File: src/rcf_pkg.sv
// rcf_pkg: types, constants and register indexes of the chunk framer
// no dependencies; used by every module in src
package rcf_pkg;

    localparam logic KIND_HEADER  = 1'b0;
    localparam logic KIND_PAYLOAD = 1'b1;

    localparam int  CFG_ADDR_W  = 5;
    localparam int  CFG_INDEX_W = 3;

    localparam logic [CFG_INDEX_W-1:0] REG_CHUNK_LEN     = 3'd0;
    localparam logic [CFG_INDEX_W-1:0] REG_AUDIO_TYPE    = 3'd1;
    localparam logic [CFG_INDEX_W-1:0] REG_VIDEO_TYPE    = 3'd2;
    localparam logic [CFG_INDEX_W-1:0] REG_AUDIO_CHAN    = 3'd3;
    localparam logic [CFG_INDEX_W-1:0] REG_VIDEO_CHAN    = 3'd4;
    localparam logic [CFG_INDEX_W-1:0] REG_COMMAND_CHAN  = 3'd5;

    localparam logic [15:0] CHUNK_LEN_RESET  = 16'd128;
    localparam logic [7:0]  AUDIO_TYPE_RESET = 8'd8;
    localparam logic [7:0]  VIDEO_TYPE_RESET = 8'd9;
    localparam logic [5:0]  AUDIO_CHAN_RESET = 6'd4;
    localparam logic [5:0]  VIDEO_CHAN_RESET = 6'd6;
    localparam logic [5:0]  CMD_CHAN_RESET   = 6'd3;

    localparam logic [23:0] TS_MAX      = 24'hFFFFFF;
    localparam logic [1:0]  FMT3_BITS   = 2'b11;
    localparam logic [1:0]  FMT0_BITS   = 2'b00;

    localparam logic [3:0]  HDR_LAST     = 4'd11;
    localparam logic [3:0]  HDR_EXT_LAST = 4'd15;

    localparam int QDEPTH   = 4;
    localparam int QPTR_W   = $clog2(QDEPTH);
    localparam int QCOUNT_W = $clog2(QDEPTH + 1);

    typedef struct packed {
        logic        kind;
        logic [7:0]  msg_type;
        logic [31:0] msg_stream;
        logic [31:0] time_ms;
        logic [23:0] msg_length;
        logic [7:0]  payload_byte;
    } item_t;

    typedef struct packed {
        logic [7:0] out_byte;
        logic       run_last;
        logic       message_end;
    } result_t;

    typedef struct packed {
        logic [15:0] chunk_len;
        logic [7:0]  audio_type_code;
        logic [7:0]  video_type_code;
        logic [5:0]  audio_stream_chan;
        logic [5:0]  video_stream_chan;
        logic [5:0]  command_stream_chan;
    } cfg_t;

    typedef struct packed {
        logic        kind;
        logic [5:0]  chan;
        logic        ext;
        logic [7:0]  msg_type;
        logic [31:0] msg_stream;
        logic [31:0] time_ms;
        logic [23:0] msg_length;
        logic [7:0]  payload_byte;
        logic        msg_end;
        logic        cont;
    } job_t;

endpackage

File: src/rcf_front.sv
// rcf_front: accepts words, tracks the open message and classifies each word
// depends on rcf_pkg; feeds rcf_queue
module rcf_front
(
    input  logic          clk,
    input  logic          rst_n,
    input  rcf_pkg::cfg_t cfg,
    input  logic          msg_valid,
    input  rcf_pkg::item_t msg_word,
    input  logic          queue_full,
    output logic          msg_stall,
    output logic          push,
    output rcf_pkg::job_t push_job
);

    logic [23:0] bytes_left_reg;
    logic [23:0] bytes_left_next;
    logic [15:0] chunk_fill_reg;
    logic [15:0] chunk_fill_next;
    logic [5:0]  active_chan_reg;
    logic [5:0]  active_chan_next;

    logic        accept;
    logic [5:0]  hdr_chan;
    logic [15:0] limit;
    logic [23:0] left_dec;
    logic [15:0] fill_inc;
    logic        pay_end;
    logic        pay_cont;

    assign msg_stall = queue_full;
    assign accept    = msg_valid && !queue_full;

    always_comb
    begin
        if (msg_word.msg_type == cfg.audio_type_code)
            hdr_chan = cfg.audio_stream_chan;
        else if (msg_word.msg_type == cfg.video_type_code)
            hdr_chan = cfg.video_stream_chan;
        else
            hdr_chan = cfg.command_stream_chan;
    end

    assign limit    = (cfg.chunk_len == 16'd0) ? 16'd1 : cfg.chunk_len;
    assign left_dec = bytes_left_reg - 24'd1;
    assign fill_inc = chunk_fill_reg + 16'd1;
    assign pay_end  = (left_dec == 24'd0);
    assign pay_cont = !pay_end && (fill_inc >= limit);

    always_comb
    begin
        bytes_left_next  = bytes_left_reg;
        chunk_fill_next  = chunk_fill_reg;
        active_chan_next = active_chan_reg;
        push             = 1'b0;
        push_job         = '0;
        push_job.kind         = msg_word.kind;
        push_job.msg_type     = msg_word.msg_type;
        push_job.msg_stream   = msg_word.msg_stream;
        push_job.time_ms      = msg_word.time_ms;
        push_job.msg_length   = msg_word.msg_length;
        push_job.payload_byte = msg_word.payload_byte;
        if (msg_word.kind == rcf_pkg::KIND_HEADER)
        begin
            push_job.chan = hdr_chan;
            push_job.ext  = (msg_word.time_ms >= {8'd0, rcf_pkg::TS_MAX});
            if (accept)
            begin
                push             = 1'b1;
                bytes_left_next  = msg_word.msg_length;
                chunk_fill_next  = 16'd0;
                active_chan_next = hdr_chan;
            end
        end
        else
        begin
            push_job.chan    = active_chan_reg;
            push_job.msg_end = pay_end;
            push_job.cont    = pay_cont;
            if (accept && bytes_left_reg != 24'd0)
            begin
                push            = 1'b1;
                bytes_left_next = left_dec;
                chunk_fill_next = (pay_end || pay_cont) ? 16'd0 : fill_inc;
            end
        end
    end

    always_ff @(posedge clk or negedge rst_n)
    begin
        if (!rst_n)
        begin
            bytes_left_reg  <= '0;
            chunk_fill_reg  <= '0;
            active_chan_reg <= '0;
        end
        else
        begin
            bytes_left_reg  <= bytes_left_next;
            chunk_fill_reg  <= chunk_fill_next;
            active_chan_reg <= active_chan_next;
        end
    end

endmodule

File: src/rcf_queue.sv
// rcf_queue: short job queue between the front and the back
// depends on rcf_pkg
module rcf_queue
(
    input  logic          clk,
    input  logic          rst_n,
    input  logic          push,
    input  rcf_pkg::job_t push_job,
    input  logic          pop,
    output rcf_pkg::job_t head,
    output logic          full,
    output logic          empty
);

    rcf_pkg::job_t                 entry_reg [rcf_pkg::QDEPTH];
    logic [rcf_pkg::QPTR_W-1:0]    wr_ptr_reg;
    logic [rcf_pkg::QPTR_W-1:0]    wr_ptr_next;
    logic [rcf_pkg::QPTR_W-1:0]    rd_ptr_reg;
    logic [rcf_pkg::QPTR_W-1:0]    rd_ptr_next;
    logic [rcf_pkg::QCOUNT_W-1:0]  count_reg;
    logic [rcf_pkg::QCOUNT_W-1:0]  count_next;

    assign full  = (count_reg == rcf_pkg::QCOUNT_W'(rcf_pkg::QDEPTH));
    assign empty = (count_reg == '0);
    assign head  = entry_reg[rd_ptr_reg];

    always_comb
    begin
        wr_ptr_next = push ? wr_ptr_reg + 1'b1 : wr_ptr_reg;
        rd_ptr_next = pop ? rd_ptr_reg + 1'b1 : rd_ptr_reg;
        count_next  = count_reg;
        if (push && !pop)
            count_next = count_reg + 1'b1;
        else if (pop && !push)
            count_next = count_reg - 1'b1;
    end

    always_ff @(posedge clk)
    begin
        if (push)
            entry_reg[wr_ptr_reg] <= push_job;
    end

    always_ff @(posedge clk or negedge rst_n)
    begin
        if (!rst_n)
        begin
            wr_ptr_reg <= '0;
            rd_ptr_reg <= '0;
            count_reg  <= '0;
        end
        else
        begin
            wr_ptr_reg <= wr_ptr_next;
            rd_ptr_reg <= rd_ptr_next;
            count_reg  <= count_next;
        end
    end

endmodule

File: src/rcf_back.sv
// rcf_back: expands queued jobs into chunk stream bytes behind an output register
// depends on rcf_pkg; reads rcf_queue
module rcf_back
(
    input  logic             clk,
    input  logic             rst_n,
    input  rcf_pkg::job_t    head,
    input  logic             empty,
    output logic             pop,
    input  logic             chunk_stall,
    output logic             chunk_valid,
    output rcf_pkg::result_t chunk_word
);

    logic [3:0]       idx_reg;
    logic [3:0]       idx_next;
    logic             valid_reg;
    logic             valid_next;
    rcf_pkg::result_t word_reg;
    rcf_pkg::result_t word_next;

    logic             load;
    logic             job_last;
    logic [23:0]      ts;
    logic [7:0]       hdr_byte;

    assign load = !empty && (!valid_reg || !chunk_stall);
    assign ts   = head.ext ? rcf_pkg::TS_MAX : head.time_ms[23:0];

    always_comb
    begin
        case (idx_reg)
            4'd0:    hdr_byte = {rcf_pkg::FMT0_BITS, head.chan};
            4'd1:    hdr_byte = ts[23:16];
            4'd2:    hdr_byte = ts[15:8];
            4'd3:    hdr_byte = ts[7:0];
            4'd4:    hdr_byte = head.msg_length[23:16];
            4'd5:    hdr_byte = head.msg_length[15:8];
            4'd6:    hdr_byte = head.msg_length[7:0];
            4'd7:    hdr_byte = head.msg_type;
            4'd8:    hdr_byte = head.msg_stream[7:0];
            4'd9:    hdr_byte = head.msg_stream[15:8];
            4'd10:   hdr_byte = head.msg_stream[23:16];
            4'd11:   hdr_byte = head.msg_stream[31:24];
            4'd12:   hdr_byte = head.time_ms[31:24];
            4'd13:   hdr_byte = head.time_ms[23:16];
            4'd14:   hdr_byte = head.time_ms[15:8];
            default: hdr_byte = head.time_ms[7:0];
        endcase
    end

    always_comb
    begin
        word_next = word_reg;
        if (head.kind == rcf_pkg::KIND_HEADER)
        begin
            job_last              = (idx_reg == (head.ext ? rcf_pkg::HDR_EXT_LAST
                                                          : rcf_pkg::HDR_LAST));
            word_next.out_byte    = hdr_byte;
            word_next.run_last    = job_last;
            word_next.message_end = 1'b0;
        end
        else if (idx_reg == 4'd0)
        begin
            job_last              = !head.cont;
            word_next.out_byte    = head.payload_byte;
            word_next.run_last    = !head.cont;
            word_next.message_end = head.msg_end;
        end
        else
        begin
            // continuation header after a full chunk
            job_last              = 1'b1;
            word_next.out_byte    = {rcf_pkg::FMT3_BITS, head.chan};
            word_next.run_last    = 1'b1;
            word_next.message_end = 1'b0;
        end
    end

    assign pop = load && job_last;

    always_comb
    begin
        idx_next   = idx_reg;
        valid_next = valid_reg;
        if (load)
        begin
            idx_next   = job_last ? 4'd0 : idx_reg + 4'd1;
            valid_next = 1'b1;
        end
        else if (!chunk_stall)
            valid_next = 1'b0;
    end

    always_ff @(posedge clk)
    begin
        if (load)
            word_reg <= word_next;
    end

    always_ff @(posedge clk or negedge rst_n)
    begin
        if (!rst_n)
        begin
            idx_reg   <= '0;
            valid_reg <= 1'b0;
        end
        else
        begin
            idx_reg   <= idx_next;
            valid_reg <= valid_next;
        end
    end

    assign chunk_valid = valid_reg;
    assign chunk_word  = word_reg;

endmodule

File: src/rtmp_chunk_framer.sv
// rtmp_chunk_framer: top level with the register port, front, queue and back
// depends on rcf_pkg, rcf_front, rcf_queue, rcf_back
//
// Header words (kind 0) open a message and become a 12-byte format-0 chunk
// header, 16 bytes when the timestamp saturates; payload words (kind 1) pass
// one byte each and get a 1-byte format-3 header after each full chunk
// while bytes remain; a payload word with no open message is dropped. The
// front takes one word a cycle, stalling the input only while the queue is
// full, and hands jobs to a four-entry queue; the back sends one byte a
// cycle from its output register while chunk_stall is low, so payload
// streams at one word per cycle when neither stalls, a continuation gives
// two output bytes and a header 12 or 16. Registers lie at byte address 4*i.
module rtmp_chunk_framer
(
    input  logic                               clk,
    input  logic                               rst_n,
    input  logic                               psel,
    input  logic                               penable,
    input  logic                               pwrite,
    input  logic [rcf_pkg::CFG_ADDR_W-1:0]     paddr,
    input  logic [31:0]                        pwdata,
    output logic [31:0]                        prdata,
    output logic                               pready,
    input  logic                               msg_valid,
    output logic                               msg_stall,
    input  rcf_pkg::item_t                     msg_word,
    output logic                               chunk_valid,
    input  logic                               chunk_stall,
    output rcf_pkg::result_t                   chunk_word
);

    rcf_pkg::cfg_t cfg_reg;
    rcf_pkg::cfg_t cfg_next;

    logic [rcf_pkg::CFG_INDEX_W-1:0] reg_index;
    logic                            cfg_write;

    logic          push;
    logic          pop;
    logic          queue_full;
    logic          queue_empty;
    rcf_pkg::job_t push_job;
    rcf_pkg::job_t head;

    assign pready    = 1'b1;
    assign reg_index = paddr[rcf_pkg::CFG_ADDR_W-1:2];
    assign cfg_write = psel && penable && pwrite && pready;

    always_comb
    begin
        cfg_next = cfg_reg;
        if (cfg_write)
        begin
            case (reg_index)
                rcf_pkg::REG_CHUNK_LEN:    cfg_next.chunk_len           = pwdata[15:0];
                rcf_pkg::REG_AUDIO_TYPE:   cfg_next.audio_type_code     = pwdata[7:0];
                rcf_pkg::REG_VIDEO_TYPE:   cfg_next.video_type_code     = pwdata[7:0];
                rcf_pkg::REG_AUDIO_CHAN:   cfg_next.audio_stream_chan   = pwdata[5:0];
                rcf_pkg::REG_VIDEO_CHAN:   cfg_next.video_stream_chan   = pwdata[5:0];
                rcf_pkg::REG_COMMAND_CHAN: cfg_next.command_stream_chan = pwdata[5:0];
                default:                   cfg_next = cfg_reg;
            endcase
        end
    end

    always_comb
    begin
        case (reg_index)
            rcf_pkg::REG_CHUNK_LEN:    prdata = {16'd0, cfg_reg.chunk_len};
            rcf_pkg::REG_AUDIO_TYPE:   prdata = {24'd0, cfg_reg.audio_type_code};
            rcf_pkg::REG_VIDEO_TYPE:   prdata = {24'd0, cfg_reg.video_type_code};
            rcf_pkg::REG_AUDIO_CHAN:   prdata = {26'd0, cfg_reg.audio_stream_chan};
            rcf_pkg::REG_VIDEO_CHAN:   prdata = {26'd0, cfg_reg.video_stream_chan};
            rcf_pkg::REG_COMMAND_CHAN: prdata = {26'd0, cfg_reg.command_stream_chan};
            default:                   prdata = 32'd0;
        endcase
    end

    always_ff @(posedge clk or negedge rst_n)
    begin
        if (!rst_n)
        begin
            cfg_reg.chunk_len           <= rcf_pkg::CHUNK_LEN_RESET;
            cfg_reg.audio_type_code     <= rcf_pkg::AUDIO_TYPE_RESET;
            cfg_reg.video_type_code     <= rcf_pkg::VIDEO_TYPE_RESET;
            cfg_reg.audio_stream_chan   <= rcf_pkg::AUDIO_CHAN_RESET;
            cfg_reg.video_stream_chan   <= rcf_pkg::VIDEO_CHAN_RESET;
            cfg_reg.command_stream_chan <= rcf_pkg::CMD_CHAN_RESET;
        end
        else
            cfg_reg <= cfg_next;
    end

    rcf_front u_front
    (
        .clk        (clk),
        .rst_n      (rst_n),
        .cfg        (cfg_reg),
        .msg_valid  (msg_valid),
        .msg_word   (msg_word),
        .queue_full (queue_full),
        .msg_stall  (msg_stall),
        .push       (push),
        .push_job   (push_job)
    );

    rcf_queue u_queue
    (
        .clk      (clk),
        .rst_n    (rst_n),
        .push     (push),
        .push_job (push_job),
        .pop      (pop),
        .head     (head),
        .full     (queue_full),
        .empty    (queue_empty)
    );

    rcf_back u_back
    (
        .clk         (clk),
        .rst_n       (rst_n),
        .head        (head),
        .empty       (queue_empty),
        .pop         (pop),
        .chunk_stall (chunk_stall),
        .chunk_valid (chunk_valid),
        .chunk_word  (chunk_word)
    );

endmodule

File: config.mk
export PLATFORM = sky130hd
export DESIGN_NAME = rtmp_chunk_framer
export DESIGN_NICKNAME = d
export VERILOG_FILES = /design/src/rcf_pkg.sv /design/src/rcf_front.sv /design/src/rcf_queue.sv /design/src/rcf_back.sv /design/src/rtmp_chunk_framer.sv
export SDC_FILE = /design/constraint.sdc
export NUM_CORES = 1
export LEC_CHECK = 0
export ABC_AREA = 1
export CAP_MARGIN = 20
export CORE_MARGIN = 2
export CORE_UTILIZATION = 40
export DETAILED_ROUTE_END_ITERATION = 10
export DONT_BUFFER_PORTS = 1
export PLACE_DENSITY = 0.65
export SLEW_MARGIN = 20
export SYNTH_ARGS = -nofsm -noshare
export SYNTH_HDL_FRONTEND = slang
export SYNTH_SLANG_ARGS = --single-unit
export TNS_END_PERCENT = 100
File: constraint.sdc
create_clock -name clk -period 8 [get_ports clk]
set_input_delay 1.2 -clock clk [delete_from_list [all_inputs] [get_ports clk]]
set_output_delay 1.2 -clock clk [all_outputs]
set_load 0.1 [all_outputs]
---- Yosys cells after proc, flatten, opt, wreduce, memory -nomap -nowiden ----
Memory sizes are Yosys's and may differ from the RTL's.
Index checks and enable logic that the tools add are counted.
W data, S select, Z words.
storage, ports and cells
  memories kept ........................... 1
  RAM bits ................................ 456
  input port bits ......................... 149
  bits in registers ....................... 118
  memory bits (read-only) ................. 0
  latch bits .............................. 0
cells by class
  reductions and logical operators ........ 36
  eq/ne operators ......................... 25
  multiply operators ...................... 0
  bitwise gates (word level) .............. 1
  divide/modulo/power cells ............... 0
  $add $sub $neg .......................... 7
  order comparisons ....................... 2
  shifts and indexed selects .............. 0
  mux-type cells .......................... 31
memories
  name               depth  width  rd ports  clocked after memory_dff  wr ports  line             source
  u_queue.entry_reg  4      114    1         0                         1         rcf_queue.sv:15  rcf_pkg::job_t entry_reg [rcf_pkg::QDEPTH];
operators with widths
  kind                     number
  $pmux W8 S15             1
  $mux W24                 4
  $pmux W16 S6             1
  $mux W16                 5
  $ge A32 B24 Y1 const B   1
  $eq A4 B4 Y1 const B     7
  $logic_not A24 Y1        1
  $reduce_bool A24 Y1      1
  $sub A24 B1 Y24 const B  1
  $mux W10                 2
  $mux W6                  3
  $reduce_and A2 Y1        9
  $add A16 B1 Y16 const B  1
  $eq A4 B3 Y1 const B     4
  $eq A8 B8 Y1             2
  $ge A16 B16 Y1           1
  $logic_not A16 Y1        1
  $mux W1                  10
  $eq A3 B3 Y1 const B     3
  $logic_and A1 B1 Y1      9
  $mux W3                  3
  $eq A4 B2 Y1 const B     2
  $logic_not A1 Y1         8
  $eq A3 B2 Y1 const B     2
  15 further kinds         20

---- Logic depth before layout (Yosys ltp) ----
Gate-level depths: netlist of run 1.
  depth in word-level cells ............... 10
  mapped depth ............................ 19
  mapped depth without buffers ............ 18

---- Cells and area by module ----
A second synthesis of run 1 with hierarchy kept.
unflattened totals
  cell total of the unflattened synthesis .. 2911
  area, all modules ....................... 28577.4 um2
modules (own cells, without submodules)
  module             cells each  instances  seq. area each (um2)  area each (um2)
  rcf_queue          1378        1          13868.3               18526.5
  rcf_front          739         1          1151.1                4894.7
  rtmp_chunk_framer  335         1          1262.5                2662.6
  rcf_back           459         1          425.4                 2493.6

---- Worst setup path before layout of run 1 ----
Ideal clock, no wire load.
  kind .................................... input-to-reg
  from .................................... input port msg_valid
  to ...................................... memory u_queue.entry_reg[0][0] (netlist bit) (enable)
  slack ................................... 0.868 ns
  stages on the path ...................... 5
  data arrival time ....................... 6.544 ns
  buffers on the path ..................... 1
  cell sequence ........................... inv_1 -> nor2_1 -> o21ai_4 -> buf_4 -> nor2_1
on the way
  longest elaborated chain between the ends .. 6
  elaborated cells between the ends (all ways) .. 7
ends and longest elaborated chain
  element                            line                     source
  start, declared                    rtmp_chunk_framer.sv:24  input logic msg_valid,
  $logic_and A1 B1 Y1 (*)            rcf_front.sv:32          assign accept = msg_valid && !queue_full;
  $logic_and A1 B1 Y1                rcf_front.sv:80          if (accept && bytes_left_reg != 24'd0)
  $mux W1                            rcf_front.sv:80
  $mux W1 (*)                        rcf_front.sv:63          if (msg_word.kind == rcf_pkg::KIND_HEADER)
  $mux W1 (*)                        rcf_queue.sv:40          if (push)
  $mux W1 (implied by the code) (*)  rcf_queue.sv:41          entry_reg[wr_ptr_reg] <= push_job;
  end, declared                      rcf_queue.sv:15
Mark *: on every way between the ends. The rest lies on a longest branch, timed or not.

---- Worst setup path in the final report of run 1 ----
  from .................................... register u_queue.rd_ptr_reg[1] (netlist bit)
  to ...................................... register u_queue.count_reg[1] (netlist bit)
on the way
  longest elaborated chain between the ends .. 8
  elaborated cells between the ends (all ways) .. 12
ends and longest elaborated chain
  element                                             line                            source
  start, declared                                     rcf_queue.sv:18                 logic [rcf_pkg::QPTR_W-1:0] rd_ptr_reg;
  start signal, assigned                              rcf_queue.sv:55                 rd_ptr_reg <= rd_ptr_next;
  $mem_v2 Z4 W114 (*)                                 n/a
  $mux W3 / $logic_not A1 Y1 (equally long branches)  rcf_back.sv:57, rcf_back.sv:65
  $eq A4 B4 Y1 / $mux W1 (equally long branches)      rcf_back.sv:57, rcf_back.sv:63
  $mux W1 (*)                                         rcf_back.sv:55                  if (head.kind == rcf_pkg::KIND_HEADER)
  $logic_and A1 B1 Y1 (*)                             rcf_back.sv:80                  assign pop = load && job_last;
  $logic_not A1 Y1 (*)                                rcf_queue.sv:32                 if (push && !pop)
  $logic_and A1 B1 Y1 (*)                             rcf_queue.sv:32
  $mux W3 (*)                                         rcf_queue.sv:32
  named net u_queue.count_next (one bit)              rcf_queue.sv:21                 logic [rcf_pkg::QCOUNT_W-1:0] count_next;
  end signal, assigned                                rcf_queue.sv:56                 count_reg <= count_next;
  end, declared                                       rcf_queue.sv:20                 logic [rcf_pkg::QCOUNT_W-1:0] count_reg;
Mark *: on every way through the listed nets, which the timed path passes. The rest lies on a longest branch.
A chain may end at the register's enable or synchronous reset.

==> results of run 1 <==
layout by cell type, fill, tap and decap left out, types with 4 or more instances in the layout:
cell type and instances:
xnor2_1 13, nand3_2 13, ha_1 28, nand4_1 36
inv_1 152, o21ai_0 240, nor3_1 14, clkbuf_16 60
a22oi_1 5, o221ai_1 6, a21oi_1 55, buf_4 19
nor2_4 12, clkbuf_1 17, or2_2 14, nand3_1 156
xor2_1 18, dfrtp_1 97, nand2_2 18, nor4_1 4
edfxtp_1 466, bufinv_16 5, nor2_1 279, conb_1 17
nor2_2 28, a31oi_1 6, dfstp_2 9, clkinv_2 8
clkinv_1 10, o211ai_1 8, o21ai_1 16, o22ai_1 54
inv_2 5, nand2_1 599
metrics by stage:
stage          power, mW  worst slack, ns  std cells
3_5_place_dp        7.92             3.52       3286
3_3_place_gp        7.83             3.55       3286
5_1_grt             11.2             3.13       3396
2_1_floorplan       6.96            0.868       2533
6_report            10.6             3.40       3396
4_1_cts             10.6             3.50       3395
report_power, final:
group / internal, mW / switching (mW) / leakage [nW]
logic: 0.907 / 2.40 / 4.47
clock network: 1.57 / 1.15 / 0.929
registers: 3.98 / 0.588 / 5.60
total: 6.45 / 4.13 / 11.0
worst max path at each step:
stage	cells after the start	slack [ns]	from	to
5_1_grt	13	3.13	u_queue.rd_ptr_reg[1]$_DFFE_PN0P_	u_queue.count_reg[1]$_DFFE_PN0P_
3_5_place_dp	13	3.52	u_queue.rd_ptr_reg[1]$_DFFE_PN0P_	u_queue.count_reg[1]$_DFFE_PN0P_
6_report	13	3.40	u_queue.rd_ptr_reg[1]$_DFFE_PN0P_	u_queue.count_reg[1]$_DFFE_PN0P_
4_1_cts	13	3.50	u_queue.rd_ptr_reg[1]$_DFFE_PN0P_	u_queue.count_reg[1]$_DFFE_PN0P_
2_1_floorplan	5	0.87	msg_valid	u_queue.entry_reg[0][0]$_DFFE_PP_
3_3_place_gp	14	3.55	u_queue.rd_ptr_reg[1]$_DFFE_PN0P_	u_queue.count_reg[2]$_DFFE_PN0P_
cell families (layout without fill, tap and decap cells):
group	count (synthesis)	count (layout)	share of synthesized area, %
simple gates	1189	1189	19.8
buf+inv	285	293	4.69
other cells	2	17	0.0289
xor+xnor	31	31	1.05
fa+ha+maj	29	29	1.43
mux	1	1	0.0434
flops	574	574	64.4
compound gates	407	407	8.60
worst max-delay path: stages, from the launching register on:
cell and delay [ns]:
dfrtp_4 0.89, clkinv_2 0.70, nand3_1 0.28, nand2_1 0.55, a21oi_1 0.31, o211ai_1 0.11, nand2_1 0.10, nand2_1 0.12
nor2_2 0.19, inv_1 0.14, ha_1 0.20, inv_1 0.10, fa_1 0.42, mux2_2 0.27
layer usage:
layer / part of all wire, % / vias to the layer above
met3: 7.2 / 98
met5: 0 / -
met1: 41 / 8816
li1: - / 8583
met4: 2.8 / 0
met2: 49 / 551
final cells by class:
cell class / instances / area, um^2 / area share [%]
multi-input cells: 1674 / 8190 / 28.5
well taps: 855 / 1070 / 3.72
inverters: 160 / 607 / 2.11
clock buffers: 79 / 1590 / 5.54
repair buffers: 24 / 250 / 0.870
clock inverters: 30 / 344 / 1.20
flip-flops and latches: 574 / 16700 / 58.1
==> impl_metrics.csv, run 1 <==
group,metric,value,unit
clocking,cts-hold-fix-buffers,0,
clocking,numCtsBuffers,60,
critical_path,reg2reg_from,"u_queue.rd_ptr_reg[1]$_DFFE_PN0P_",
floorplan,start_util,40.3,%
critical_path,worstSetupPathType,"register to register",
detailed_routing,drtIter0Drc,1551,
layout,fin_util,44.7,%
floorplan,rows,93,
clocking,cts_post_setup_buffers_inserted,0,
timing,fin_skew,0.0461,ns
detailed_routing,viasPerCell,5.31,
global_routing,grt_pass1_wl,104000,um
clocking,cts_resized,0,
timing,min_period,4.60,ns
detailed_routing,ant_nets,0,
floorplan,fp.dieW,259,um
critical_path,rrSetupSlack,3.40,ns
logic_synthesis,ys_types,56,
logic_synthesis,synth_ff_type,"edfxtp_1",
place,place.gp.congestion,0.900,
hold_path,hold_path.class,"input pin to async pin",
global_routing,busiest_layer,"met2",
logic_synthesis,synth_area_leader_cell,"edfxtp_1",
layout,largest_reg_flops,456,
layout,area_growth,10.8,%
timing,relSlewSlack,28.8,%
floorplan,die_height,259,um
critical_path,reg2reg_depth,13,
detailed_routing,routed_wirelength,69200,um
timing,finalSetupViolations,0,
clocking,cts_tree,"done",
clocking,insertion_delay,0.65,ns
clocking,clk_pin_slew,0.06,ns
global_routing,overflow,0,
logic_synthesis,synth_warnings,0,
floorplan,pin_count,194,
logic_synthesis,syn_avg_cell_area,10.3,um^2
logic_synthesis,synth.area.top_cells,"edfxtp_1 54%, dfrtp_1 9.5%, nand2_1 8.7%",
logic_synthesis,ys_top_cells_by_count,"599 x nand2_1, 466 x edfxtp_1, 292 x nor2_1, 240 x o21ai_0, 157 x nand3_1",
global_routing,grt_start_max_net_pins,169,
detailed_routing,vias,18000,
logic_synthesis,ys_async_sr_fraction,18.8,%
global_routing,grt_pass1_vias,17400,
outcome,outcome,"completed",
logic_synthesis,yosysMostFrequentCell,"nand2_1",
run,maxCapViolCount,0,
clocking,cts_buffer_depth,3,
detailed_routing,post_drt_wl_per_cell,20.4,um
timing,tightest_slew,1.07,ns
timing,finalHoldViolCount,0,
layout,fillers,5901,
logic_synthesis,synth_edf_count,466,
timing,rsz0062_at_grt,"no",
logic_synthesis,yosysSeqAreaShare,64.4,%
timing,slew_viol_final,0,
global_routing,grt_util_met2,34.6,%
timing,whs,0.266,ns
logic_synthesis,ys_seq_elements,574,
floorplan,core_area,64300,um^2
critical_path,end_kind,"register",
pwr,power.density,368,nW/um^2
global_routing,antenna_found_initial,0,
layout,drive_above_1_share,8.85,%
detailed_routing,drc,0,
detailed_routing,firstDrtPassIters,6,
floorplan,die_area,67000,um^2
place,placed_area,26800,um^2
critical_path,arrival,5.11,ns
clocking,cts-root-buf,"clkbuf_16",
global_routing,use_met3,4.35,%
timing,fin_tns_setup,0,ns
place,hpwl,45500,um
layout,design_area,28800,um^2
clocking,htreeDepth,2,
critical_path,r2r-end,"u_queue.count_reg[1]$_DFFE_PN0P_",
pwr,p_leak,11.0,nW
critical_path,cp_max_fo,56,
logic_synthesis,synth_cells,2518,
global_routing,grt_usage,20.5,%
pwr,ir_drop,0.000223,V
place,port_buffers,0,
layout,finalNetCount,2672,
critical_path,worstSetupStartpointType,"register",
critical_path,crit_required,8.51,ns
layout,antennaDiodeCount,0,
clocking,clock-sinks,574,
logic_synthesis,synth_area,26000,um^2
timing,fmax,0.218,GHz
timing,post-route-period-util,57.4,%
global_routing,met1_usage,26.4,%
logic_synthesis,yosys.area.top_type_share,53.9,%
Power figures use the tool's default switching activity.
==> run 2, diff against run 1 <==
ABC_AREA = 0   (was 1)
clock period = 4.5 ns   (was 8 ns; I/O delays follow)
==> run 2 against run 1 <==
Compared with the run above:
- the run now ends with negative hold slack left
- core utilization is 0.43 points higher
- clock skew fell by 0.020 ns
- clock-buffer cell count decreased by 4
- cell count shrank 28%
- sequential share of layout area grew 1.9 points
- sequential cell count unchanged
- non-clock buffer count increased by 16
==> impl_metrics.csv, run 2 <==
group,metric,value,unit
logic_synthesis,synth_warnings,0,
pwr,p_switching,6.19,mW
critical_path,path_cells,"inv_1 > ha_1 > nor3b_2 > nand4_1 > nor4_4 > buf_4 > a21o_2 > inv_2 > and2_4 > buf_4",
logic_synthesis,ys_top_cells_by_count,"466 x edfxtp_1, 125 x nand2_1, 115 x mux4_2, 99 x dfrtp_1, 55 x mux2_2",
layout,design_area,27900,um^2
run,maxCapViolCount,0,
logic_synthesis,synthSimpleGateAreaFrac,6.75,%
timing,finalSetupViolations,0,
layout,drive_above_1_share,21.2,%
global_routing,grt_start_max_net_pins,115,
pwr,p_clk_share,26.0,%
timing,finalHoldViolCount,5,
clocking,cts_resized,0,
clocking,insertion_delay,0.63,ns
logic_synthesis,syn_avg_cell_area,16.1,um^2
detailed_routing,drtIter0Drc,1310,
logic_synthesis,synth_xor_area_share,1.54,%
clocking,cts-root-buf,"clkbuf_16",
timing,fin_tns_setup,0,ns
place,placed_area,25900,um^2
logic_synthesis,synth_fa_ha_area_share,1.49,%
layout,finalNetCount,1740,
timing,rsz0062_at_grt,"no",
floorplan,rows,91,
layout,area_growth,11.7,%
logic_synthesis,synth_compound_gate_area_share,6.65,%
critical_path,r2r-end,"u_queue.entry_reg[1][94]$_DFFE_PP_",
outcome,failed_checks,"negative hold slack",
detailed_routing,post_drt_wl_per_cell,24.6,um
floorplan,fp.dieW,254,um
critical_path,crit_top_cell,"buf_4",
critical_path,startpoint,"u_front.bytes_left_reg[0]$_DFFE_PN0P_",
global_routing,grt_usage,18.7,%
timing,relSlewSlack,25.4,%
critical_path,cp_max_fo,55,
critical_path,crit_required,4.82,ns
clocking,cts_tree,"done",
pwr,power.share.sequential,44.0,%
outcome,outcome,"complete, but fails checks",
floorplan,die_area,64300,um^2
clocking,clock-sinks,574,
global_routing,overflow,0,
critical_path,slowest_delay,0.84,ns
pwr,combPwrFrac,29.9,%
global_routing,grt_pass1_wl,89800,um
clocking,clk_pin_slew,0.06,ns
floorplan,start_util,40.4,%
hold_path,hold_path.class,"input pin to async pin",
pwr,internal_power,11.9,mW
critical_path,arrival,3.84,ns
pwr,ir_drop,0.000506,V
floorplan,pin_count,194,
critical_path,rrSetupSlack,0.98,ns
place,dp.cells,2339,
logic_synthesis,ys_async_sr_fraction,18.8,%
layout,largest_reg_flops,456,
logic_synthesis,yosysMostFrequentCell,"edfxtp_1",
logic_synthesis,synth_top_family_by_area,"multiplexers",
timing,min_period,3.52,ns
critical_path,critPathSlowestCell,"and2_4",
timing,whs,-0.0206,ns
detailed_routing,routed_wirelength,60200,um
detailed_routing,ant_nets,0,
logic_synthesis,synth.area.top_cells,"edfxtp_1 56%, mux4_2 10%, dfrtp_1 9.9%",
detailed_routing,firstDrtPassIters,5,
place,place.gp.congestion,0.920,
logic_synthesis,synth_edf_count,466,
layout,antennaDiodeCount,0,
critical_path,reg2reg_depth,10,
timing,post-route-period-util,78.2,%
pwr,switching_share,34.2,%
layout,final_cell_mix,"466 x edfxtp_1, 125 x nand2_1, 115 x mux4_2",
critical_path,cp-endpoint,"u_queue.entry_reg[1][94]$_DFFE_PP_",
layout,final_common_cell,"edfxtp_1",
critical_path,worstSetupPathType,"register to register",
critical_path,end_kind,"register",
logic_synthesis,synth_cells,1551,
logic_synthesis,synth.area.mux_share,14.0,%
clocking,cts_post_setup_buffers_inserted,0,
logic_synthesis,ys_seq_elements,574,
clocking,htreeDepth,2,
timing,tightest_slew,1.12,ns
clocking,cts_buffer_depth,3,
pwr,total_power,18.1,mW
critical_path,reg2reg_from,"u_front.bytes_left_reg[0]$_DFFE_PN0P_",
floorplan,core_area,61700,um^2
timing,fin_skew,0.0259,ns
critical_path,worstSetupStartpointType,"register",
layout,layoutNonFillerInstCount,2447,
global_routing,antenna_found_initial,1,
global_routing,grt_pass1_vias,13900,
detailed_routing,vias,13800,
logic_synthesis,synth_area_leader_cell,"edfxtp_1",
place,port_buffers,0,
detailed_routing,drc,0,
logic_synthesis,yosys.area.top_type_share,56.1,%
floorplan,die_height,254,um
pwr,p_leak,9.45,nW
place,hpwl,40400,um
timing,fmax,0.284,GHz
clocking,cts-hold-fix-buffers,1,
timing,slew_viol_final,0,
logic_synthesis,synth_area,24900,um^2
detailed_routing,viasPerCell,5.65,
logic_synthesis,synth_ff_type,"edfxtp_1",
logic_synthesis,yosysSeqAreaShare,67.0,%
logic_synthesis,ys_types,81,
pwr,power.density,650,nW/um^2
clocking,numCtsBuffers,57,
## run 2: worst min path at each step
| stage | endpoint | slack [ns] | cells past startpoint |
|---|---|---|---|
| global route | cfg_reg[15]$_DFFE_PN0P_ | 0.04 | 1 |
| CTS | u_queue.rd_ptr_reg[0]$_DFFE_PN0P_ | 0.002 | 1 |
| detailed placement | cfg_reg[11]$_DFFE_PN0P_ | 0.39 | 0 |
| floorplan | cfg_reg[10]$_DFFE_PN0P_ | 0.38 | 0 |
| global placement | cfg_reg[23]$_DFFE_PN0P_ | 0.39 | 0 |
| finish | u_front.active_chan_reg[2]$_DFFE_PN0P_ | -0.02 | 1 |
## run 2: area by class of cell
cell class	instances	area, um^2
Fill cell	5386	33900
Sequential cell	574	16700
Multi-Input combinational cell	854	7710
Clock buffer	75	1540
Tap cell	837	1050
Timing Repair Buffer	40	370
Clock inverter	32	340
Inverter	35	131
## run 2: metal layers
layer	vias up	wire length [um]	track usage [%]	part of all wire [%]
met5	-	0	0	0
met4	0	1210	4.27	2.0
met3	84	4840	4.69	8.0
met2	535	29400	31.0	49
met1	7087	24700	24.9	41
li1	6124	-	-	-
## run 2: cells by family after synthesis
logic type,after synthesis
and+or+nand+nor,325
xor gates and xnor gates,43
other,2
buffers and inverters,138
muxes,197
DFF,574
adders and majority gates,29
AOI/OAI and AO/OA,243
## run 2: critical path, delay by kind of cell (launching register included)
| family | cells | cell delay, ns |
|---|---|---|
| adder cells (fa/ha/maj) | 1 | 0.24 |
| flip-flops | 1 | 0.42 |
| buffers and inverters | 4 | 1.00 |
| AO/OA/AOI/OAI | 1 | 0.23 |
| AND/OR/NAND/NOR | 4 | 1.28 |
## run 2: power groups by stage
stage                     Combinational, mW  Sequential (mW)  Clock (mW)
after floorplan                        3.99             7.83           0
after global placement                 5.39             8.01           0
after detailed placement               5.44             8.08           0
after CTS                              5.48             7.98        4.81
after global routing                   5.80             8.08        5.02
final                                  5.42             7.97        4.72
## run 2: stage by stage
stage / worst slack (ns) / utilization [%]
2_1_floorplan: 0.590 / -
3_3_place_gp: 0.978 / 42.0
3_5_place_dp: 0.918 / 42.0
4_1_cts: 0.940 / 45.1
5_1_grt: 0.770 / 45.1
6_report: 0.981 / 45.1
